==> config.mk <==
export PLATFORM = sky130hd
export DESIGN_NAME = qspm_entry
export DESIGN_NICKNAME = d
export VERILOG_FILES = /design/src/rtl/qspm_pkg.sv /design/src/rtl/qspm_entry.sv
export SDC_FILE = /design/constraint.sdc
export NUM_CORES = 1
export LEC_CHECK = 0
export BUFFER_PORTS_ARGS = -buffer_cell sky130_fd_sc_hd__clkbuf_2
export CAP_MARGIN = 40
export CORE_MARGIN = 2
export CORE_UTILIZATION = 60
export CTS_CLUSTER_SIZE = 14
export DETAILED_ROUTE_END_ITERATION = 8
export GPL_ROUTABILITY_DRIVEN = 1
export GPL_TIMING_DRIVEN = 0
export HOLD_SLACK_MARGIN = 0.05
export PLACE_DENSITY = 0.82
export SYNTH_ARGS = -nofsm -noshare
export SYNTH_HDL_FRONTEND = slang
export SYNTH_SLANG_ARGS = --single-unit
==> constraint.sdc <==
create_clock -name clk -period 6.6 [get_ports clk]
set_input_delay 0.33 -clock clk [delete_from_list [all_inputs] [get_ports clk]]
set_output_delay 0.33 -clock clk [all_outputs]
set_load 0.1 [all_outputs]
==> src/rtl/qspm_pkg.sv <==
`default_nettype none

package qspm_pkg;

    localparam int QUAT_W  = 16;
    localparam int SCALE_W = 16;
    localparam int POS_W   = 32;
    localparam int PROD_W  = 2 * QUAT_W;
    localparam int ROT_W   = PROD_W + 2;
    localparam int WIDE_W  = ROT_W + SCALE_W;
    localparam int ENTRY_W = 32;
    localparam int DROP_W  = 22;
    localparam int ROT_N   = 9;
    localparam int AXES    = 3;

    localparam int IN_DATA_W  = 4 * QUAT_W + AXES * SCALE_W + AXES * POS_W;
    localparam int OUT_DATA_W = (ROT_N + AXES) * ENTRY_W;

    localparam logic signed [ROT_W-1:0]  ONE_Q30    = ROT_W'(64'sd1 <<< 30);
    localparam logic signed [WIDE_W-1:0] ROUND_HALF = WIDE_W'(64'sd1 <<< (DROP_W - 1));

    typedef logic signed [PROD_W-1:0]  prod_t;
    typedef logic signed [ROT_W-1:0]   rot_t;
    typedef logic signed [SCALE_W-1:0] scale_t;
    typedef logic signed [WIDE_W-1:0]  wide_t;
    typedef logic signed [ENTRY_W-1:0] entry_t;

    // round half up, drop fraction bits, clamp to the entry range
    function automatic entry_t round_sat(input wide_t v);
        wide_t                            sum;
        logic signed [WIDE_W-DROP_W-1:0]  shifted;
        entry_t                           res;
        sum     = v + ROUND_HALF;
        shifted = sum[WIDE_W-1:DROP_W];
        if (WIDE_W - DROP_W > ENTRY_W)
        begin
            if (shifted > (WIDE_W-DROP_W)'(64'sd2147483647))
                res = entry_t'(32'sh7fff_ffff);
            else if (shifted < (WIDE_W-DROP_W)'(-64'sd2147483648))
                res = entry_t'(32'sh8000_0000);
            else
                res = entry_t'(shifted);
        end
        else
        begin
            res = entry_t'(shifted);
        end
        return res;
    endfunction

endpackage

`default_nettype wire

==> src/rtl/qspm_entry.sv <==
`default_nettype none

module qspm_entry
    import qspm_pkg::*;
(
    input  wire logic   clk,
    input  wire logic   en,
    input  wire rot_t   rot,
    input  wire scale_t scale,
    output entry_t      entry
);

    wide_t  prod_reg;
    wide_t  prod_next;
    entry_t entry_reg;
    entry_t entry_next;

    always_comb
    begin
        prod_next  = wide_t'(rot) * wide_t'(scale);
        entry_next = round_sat(prod_reg);
    end

    always_ff @(posedge clk)
    begin
        if (en)
        begin
            prod_reg  <= prod_next;
            entry_reg <= entry_next;
        end
    end

    assign entry = entry_reg;

endmodule

`default_nettype wire

==> qor.csv, run 1 <==
stage;metric;value;unit
worst_setup_path;Worst path slowest cell;fa_1;
synth;multiplexer share of the synthesized area;0.04818;%
clock_tree;Clock Latency Late Sink;330;ps
worst_setup_path;ordered cell list for the critical path;buf_2 -> buf_2 -> nand2_1 -> fa_1 -> inv_1 -> fa_1 -> fa_1 -> fa_1 -> fa_1 -> inv_1 -> fa_1 -> inv_1 -> ha_1 -> nand2_1 -> nor2_1 -> a221o_1 -> a21oi_4 -> a31oi_4 -> a41o_4 -> o31ai_4 -> nand4b_1 -> o311a_1;
worst_setup_path;Worst Setup Path Type;in -> reg;
global_routing;global-route wire length before repair;93130;microns
clock_tree;CTS tree;yes;
layout;max FFs per register;29;
synth;post-synthesis compound-gate area fraction;4.487;%
sta;max-slew violations;0;
global_routing;remaining global-route overflow;0;
synth;syn_nets;2913;
sta;setup ws final;98.25;ps
layout;synth-to-layout area growth;7.721;%
synth;syn_area_per_cell;9.308;sq um
clock_tree;Num CTS Buffers;9;
floorplanning;Initial Util;60.59;%
floorplanning;I/O pins;84;
sta;fin crit period;6502;ps
sta;Tcrit/Tclk final;98.51;%
sta;Least-Margin Pin Slew;936.4;ps
detailed_routing;routed len/inst;20.57;microns
worst_setup_path;most used cell, CP;fa_1;
min_path;Hold WC Path Type;reg -> reg;
worst_setup_path;crit-path max FO;10;
detailed_routing;# DRC;0;
layout;Finished Layout Cells;2780;
sta;Fin Clk Skew;4.982;ps
layout;Final nets;3001;
detailed_routing;DRT iter0 DRCs;1184;
synth;synthesized area;20770;sq um
global_routing;initial antenna violation count;1;
floorplanning;# rows;68;
worst_setup_path;crit start category;input port;
floorplanning;CORE AREA;34290;sq um
detailed_routing;First-pass DRT Iterations;5;
global_routing;largest net degree at the start of global routing;36;
sta;Final Hold Viols;0;
synth;Distinct cells, synth;61;
synth;post-synthesis adder-cell area fraction;56.42;%
placed_design;placed cells;2772;
worst_setup_path;WP data required;6670;ps
run;MaxCap Viol Count;0;
global_routing;Total GRT Usage;34.40;%
run_status;status;finished clean;
clock_tree;hold-fix buffers at CTS;0;
sta;Rel. slew slack;37.58;%
clock_tree;H-tree lvl count;3;
global_routing;vias in the first global route;17280;
clock_tree;maximum buffer depth of the clock tree;2;
detailed_routing;Vias/cell;5.539;
floorplanning;Die Y;190.1;microns
detailed_routing;DRT Wirelength;57190;microns
floorplanning;Die Wd;190.1;microns
detailed_routing;vias;15400;
worst_setup_path;Critical Path Max Stage Delay;600;ps
sta;Setup violations, final;0;
worst_setup_path;critical path capture point type;flop;
worst_setup_path;crit path DAT;6570;ps
layout;layout cell share with drive strength beyond 1;8.821;%
clock_tree;clk root buf;clkbuf_16;
placed_design;Final HPWL DP;49650;microns
synth;Post-synth EDFFs;57;
sta;worst hold slack;562.1;ps
clock_tree;# clock sinks;57;
synth;Synth Area in Simple Gates;15.59;%
synth;Syn Inst Count;2232;
placed_design;GPL Wtd Cong;1.004;
worst_setup_path;CP delay by family, top;adder cells;
sta;setup TNS;0;ps
floorplanning;die area;36130;sq um
clock_tree;clk slew on worst S/H paths;50;ps
synth;largest family of logic cells by synthesized area;adder cells;
synth;Seq/Total Area, Yosys;8.239;%
synth;Synth Area in XOR/XNOR;2.698;%
synth;top_reg_cell synth;edfxtp_1;
synth;ys async rst share;0;%
placed_design;# port buffers;79;
synth;flops & latches, synth;57;
placed_design;pre-CTS setup slack;-1087;ps
worst_setup_path;CP bufs+invs;5;
synth;yosys warns;0;
sta;Peak Freq;153.8;MHz
detailed_routing;DRT antenna net count;0;
cells by family after synthesis:
logic type | after synthesis
AOI/OAI and AO/OA | 120
xor gates and xnor gates | 64
adders and majority gates | 629
buffers and inverters | 689
DFF | 57
muxes | 1
and+or+nand+nor | 672
repair_timing:
action,4_1_cts,5_1_grt
setup endpoints to repair,22,9
setup buffers,0,2
resized for setup,72,161
pin swaps,1,4
layer usage:
metal | wire length [microns] | up-vias | GRT usage [%]
met1 | 22190 | 7914 | 44.50
met5 | 0 | - | 0
met4 | 2591 | 0 | 14.46
met2 | 27310 | 695 | 57.30
met3 | 5097 | 146 | 6.493
li1 | - | 6644 | -
final timing paths:
path | from | to | slack (ps) | cells past startpoint
max | scale[7] | prod_reg[49] | 100 | 22
min | prod_reg[49] | entry[27] | 560 | 1
max reg2reg | prod_reg[21] | entry[23] | 3810 | 7
min reg2reg | prod_reg[49] | entry[27] | 560 | 1
cell usage in the layout (no fill, tap or decap), drive strengths merged, types with 16 or more instances in the layout:
| cell | instances |
|---|---|
| inv | 588 |
| fa | 513 |
| nand2 | 342 |
| and2 | 210 |
| clkbuf | 133 |
| ha | 116 |
| edfxtp | 57 |
| buf | 54 |
| nor2 | 46 |
| xnor2 | 39 |
| a21oi | 35 |
| xor2 | 25 |
| a21o | 25 |
| o21ai | 20 |
| nand3 | 17 |
| nand4 | 16 |
metrics by stage:
step                instance area (sq um)  util [%]
finish                              22380     65.27
floorplan                           20770         -
CTS                                 22210     64.76
global route                        22380     65.26
global placement                    21740     63.40
detailed placement                  21810     63.61
synthesized netlist by cell type (2+ instances only):
master | instances | area, sq um
inv_1 | 588 | 2207
fa_1 | 513 | 10270
nand2_1 | 342 | 1284
and2_1 | 207 | 1295
ha_1 | 116 | 1451
clkbuf_1 | 96 | 360.4
edfxtp_1 | 57 | 1712
nor2_1 | 45 | 168.9
xnor2_1 | 39 | 341.6
a21oi_1 | 30 | 150.1
a21o_1 | 25 | 187.7
xor2_1 | 25 | 219.0
nand3_1 | 17 | 85.08
o21ai_0 | 17 | 85.08
nand4_1 | 16 | 100.1
and3_1 | 12 | 75.07
nand2b_1 | 11 | 68.82
a21oi_2 | 5 | 43.79
nor2b_1 | 5 | 31.28
o21a_1 | 5 | 37.54
buf_4 | 4 | 30.03
o21bai_1 | 4 | 30.03
a211oi_1 | 3 | 22.52
nor3_1 | 3 | 15.01
or3_1 | 3 | 18.77
a2111oi_0 | 2 | 17.52
a31oi_4 | 2 | 42.54
and2_2 | 2 | 15.01
and4_1 | 2 | 17.52
o211a_1 | 2 | 20.02
o21ai_2 | 2 | 17.52
o311a_1 | 2 | 20.02
o31ai_4 | 2 | 42.54
layout make-up:
type	instances	area, sq um
clock buffer	9	225.2
timing repair buffer	87	485.5
fill	2767	11910
antenna	1	2.502
multi-input combinational	1486	16510
sequential	57	1712
buffer	91	610.6
tap	455	569.3
inverter	588	2207
clock inverter	6	60.06
Power of run 1 is left out: the tool's default activity adds up to more than one toggle a clock period on the data nets, which glitch-free logic cannot reach.
==> inputs of run 2 (changes only) <==
--- a/config.mk
+++ b/config.mk
@@ -9,12 +9,11 @@
 export CAP_MARGIN = 40
 export CORE_MARGIN = 2
 export CORE_UTILIZATION = 60
-export CTS_CLUSTER_SIZE = 14
 export DETAILED_ROUTE_END_ITERATION = 8
 export GPL_ROUTABILITY_DRIVEN = 1
 export GPL_TIMING_DRIVEN = 0
 export HOLD_SLACK_MARGIN = 0.05
-export PLACE_DENSITY = 0.82
+export PLACE_DENSITY = 0.79
 export SYNTH_ARGS = -nofsm -noshare
 export SYNTH_HDL_FRONTEND = slang
 export SYNTH_SLANG_ARGS = --single-unit
==> constraint.sdc (replaced) <==
create_clock -name clk -period 7.36 [get_ports clk]
set_input_delay 0.368 -clock clk [delete_from_list [all_inputs] [get_ports clk]]
set_output_delay 0.368 -clock clk [all_outputs]
set_load 0.1 [all_outputs]
==> run 2 against run 1 <==
Net effect:
- critical path depth unchanged
- worst hold slack improved by 9.0 ps
- worst setup slack improved by 86 ps
- routed wire length rose by 2.5%
- clock skew increased by 4.7 ps
- cell area decreased by 1.2%
- sequential share of layout area increased by 0.096 points
- global-route usage rose by 0.48 points
- die area stayed put
- register-to-register slack improved by 790 ps
- critical path type unchanged
- non-clock buffer count up 8
- flip-flop and latch count unchanged
==> qor.csv, run 2 (synthesis gave the netlist of run 1 again) <==
stage;metric;value;unit;change
clock_tree;clk root buf;clkbuf_16;;
run;MaxCap Viol Count;0;;unchanged
global_routing;vias in the first global route;16990;;-1.7%
floorplanning;Initial Util;60.59;%;unchanged
floorplanning;I/O pins;84;;unchanged
worst_setup_path;crit path DAT;7240;ps;+670 ps
worst_setup_path;Worst Setup Path Type;in -> reg;;
global_routing;Total GRT Usage;34.87;%;+0.48 points
sta;Setup violations, final;0;;unchanged
placed_design;placed cells;2772;;unchanged
floorplanning;die area;36130;sq um;unchanged
detailed_routing;DRT Wirelength;58640;microns;+2.5%
clock_tree;CTS tree;yes;;
layout;Final nets;3009;;+0.27%
worst_setup_path;WP data required;7420;ps;+750 ps
layout;max FFs per register;29;;unchanged
min_path;WHS Endpoint;entry[27];;
floorplanning;# rows;68;;unchanged
sta;fin crit period;7176;ps;
sta;Fin Clk Skew;9.694;ps;+4.712 ps
placed_design;GPL Wtd Cong;0.9876;;-1.6%
floorplanning;CORE AREA;34290;sq um;unchanged
worst_setup_path;r2r endpoint;entry[26];;
detailed_routing;Vias/cell;5.544;;about the same
clock_tree;hold-fix buffers at CTS;0;;unchanged
layout;synth-to-layout area growth;6.390;%;
layout;Finished Layout Cells;2787;;+0.25%
min_path;Hold WC Path Type;reg -> reg;;
placed_design;area post-placement;21810;sq um;unchanged
placed_design;# port buffers;79;;unchanged
worst_setup_path;crit-path max FO;10;;unchanged
floorplanning;Die Y;190.1;microns;unchanged
sta;Rel. slew slack;40.35;%;+2.8 points
sta;Tcrit/Tclk final;97.50;%;
detailed_routing;DRT iter0 DRCs;1071;;-9.5%
sta;Final Hold Viols;0;;unchanged
detailed_routing;vias;15450;;+0.34%
detailed_routing;DRT antenna net count;0;;unchanged
floorplanning;Die Wd;190.1;microns;unchanged
min_path;Hold Crit Start;prod_reg[49];;
layout;post-route design area;22100;sq um;-1.2%
sta;max-slew violations;0;;unchanged
detailed_routing;First-pass DRT Iterations;5;;unchanged
layout;commonest non-fill, non-tap cell in the layout;inv_1;;
placed_design;Final HPWL DP;49790;microns;+0.28%
worst_setup_path;crit start category;input port;;
detailed_routing;# DRC;0;;unchanged
worst_setup_path;R2R setup slack;4600;ps;+790 ps
clock_tree;Clock Latency Late Sink;330;ps;about the same
global_routing;global-route wire length before repair;93990;microns;+0.93%
clock_tree;H-tree lvl count;3;;unchanged
detailed_routing;routed len/inst;21.04;microns;+2.3%
clock_tree;clk slew on worst S/H paths;50;ps;about the same
global_routing;remaining global-route overflow;0;;unchanged
layout;Final Util;64.46;%;-0.81 points
layout;most frequent cells in the layout;588 x inv_1, 513 x fa_1, 342 x nand2_1;;
sta;Peak Freq;139.4;MHz;
sta;setup TNS;0;ps;unchanged
min_path;worst hold stages;1;;unchanged
run_status;status;finished clean;;
worst_setup_path;R2R cell count;9;;+2
clock_tree;maximum buffer depth of the clock tree;2;;unchanged
sta;RSZ-0062 raised after global routing;false;;
sta;Least-Margin Pin Slew;894.7;ps;-41.61 ps
clock_tree;Num CTS Buffers;9;;unchanged
clock_tree;# Post-CTS Setup Buffers;0;;unchanged
global_routing;initial antenna violation count;3;;+2
worst_setup_path;critical path capture point type;flop;;
clock_tree;# clock sinks;57;;unchanged
layout;layout cell share with drive strength beyond 1;5.877;%;-2.9 points
global_routing;largest net degree at the start of global routing;38;;+5.6%
worst_setup_path;reg2reg start;prod_reg[23];;
-- run 2: how the worst max path moves through the flow --
stage | startpoint | end | slack, ps | depth (start not counted)
after global placement | scale[15] | prod_reg[30] | -630 | 20
after detailed placement | scale[15] | prod_reg[49] | -430 | 23
after floorplan | scale[7] | prod_reg[45] | 1160 | 22
after global routing | scale[2] | prod_reg[46] | 20 | 22
final | scale[2] | prod_reg[49] | 180 | 22
after CTS | scale[8] | prod_reg[49] | 80 | 22
-- run 2: routing by layer --
layer / wire, microns / global-route usage (%) / vias to the layer above
li1: - / - / 6647
met1: 22420 / 45.15 / 7970
met2: 28580 / 59.04 / 679
met3: 5261 / 7.194 / 155
met4: 2377 / 11.48 / 0
met5: 0 / 0 / -
-- run 2: cell type report --
type / instances / area [sq um]
multi-input combinational: 1486 / 16460
fill: 2862 / 12190
inverter: 588 / 2207
sequential: 57 / 1712
tap: 455 / 569.3
timing repair buffer: 85 / 465.4
buffer: 101 / 407.9
clock buffer: 10 / 229.0
clock inverter: 4 / 46.29
antenna: 1 / 2.502
-- run 2: timing repair --
action	in CTS	in global routing
resized for setup	1	20
endpoints found under the setup margin	4	6
cloned	0	0
-- run 2: worst max-delay path: stages --
cell and delay, ps:
clkbuf_2 190, clkbuf_1 700, nand2_1 180, fa_1 540, fa_1 520, fa_1 520, inv_1 50, fa_1 470
fa_1 540, inv_1 50, fa_1 470, inv_1 40, ha_1 360, a21oi_2 220, nand2_1 100, a221o_1 320
a21oi_2 330, a31oi_4 220, a41o_4 360, o31ai_4 360, nand4b_1 130, o311a_1 170
-- run 2: per-stage QoR --
step / setup slack [ps] / hold slack (ps)
floorplan: 1161 / 480.5
global placement: -632.2 / 543.2
detailed placement: -429.2 / 562.6
CTS: 75.47 / 578.7
global route: 24.56 / 609.9
finish: 184.3 / 571.1
Power of run 2 is left out for the same reason.
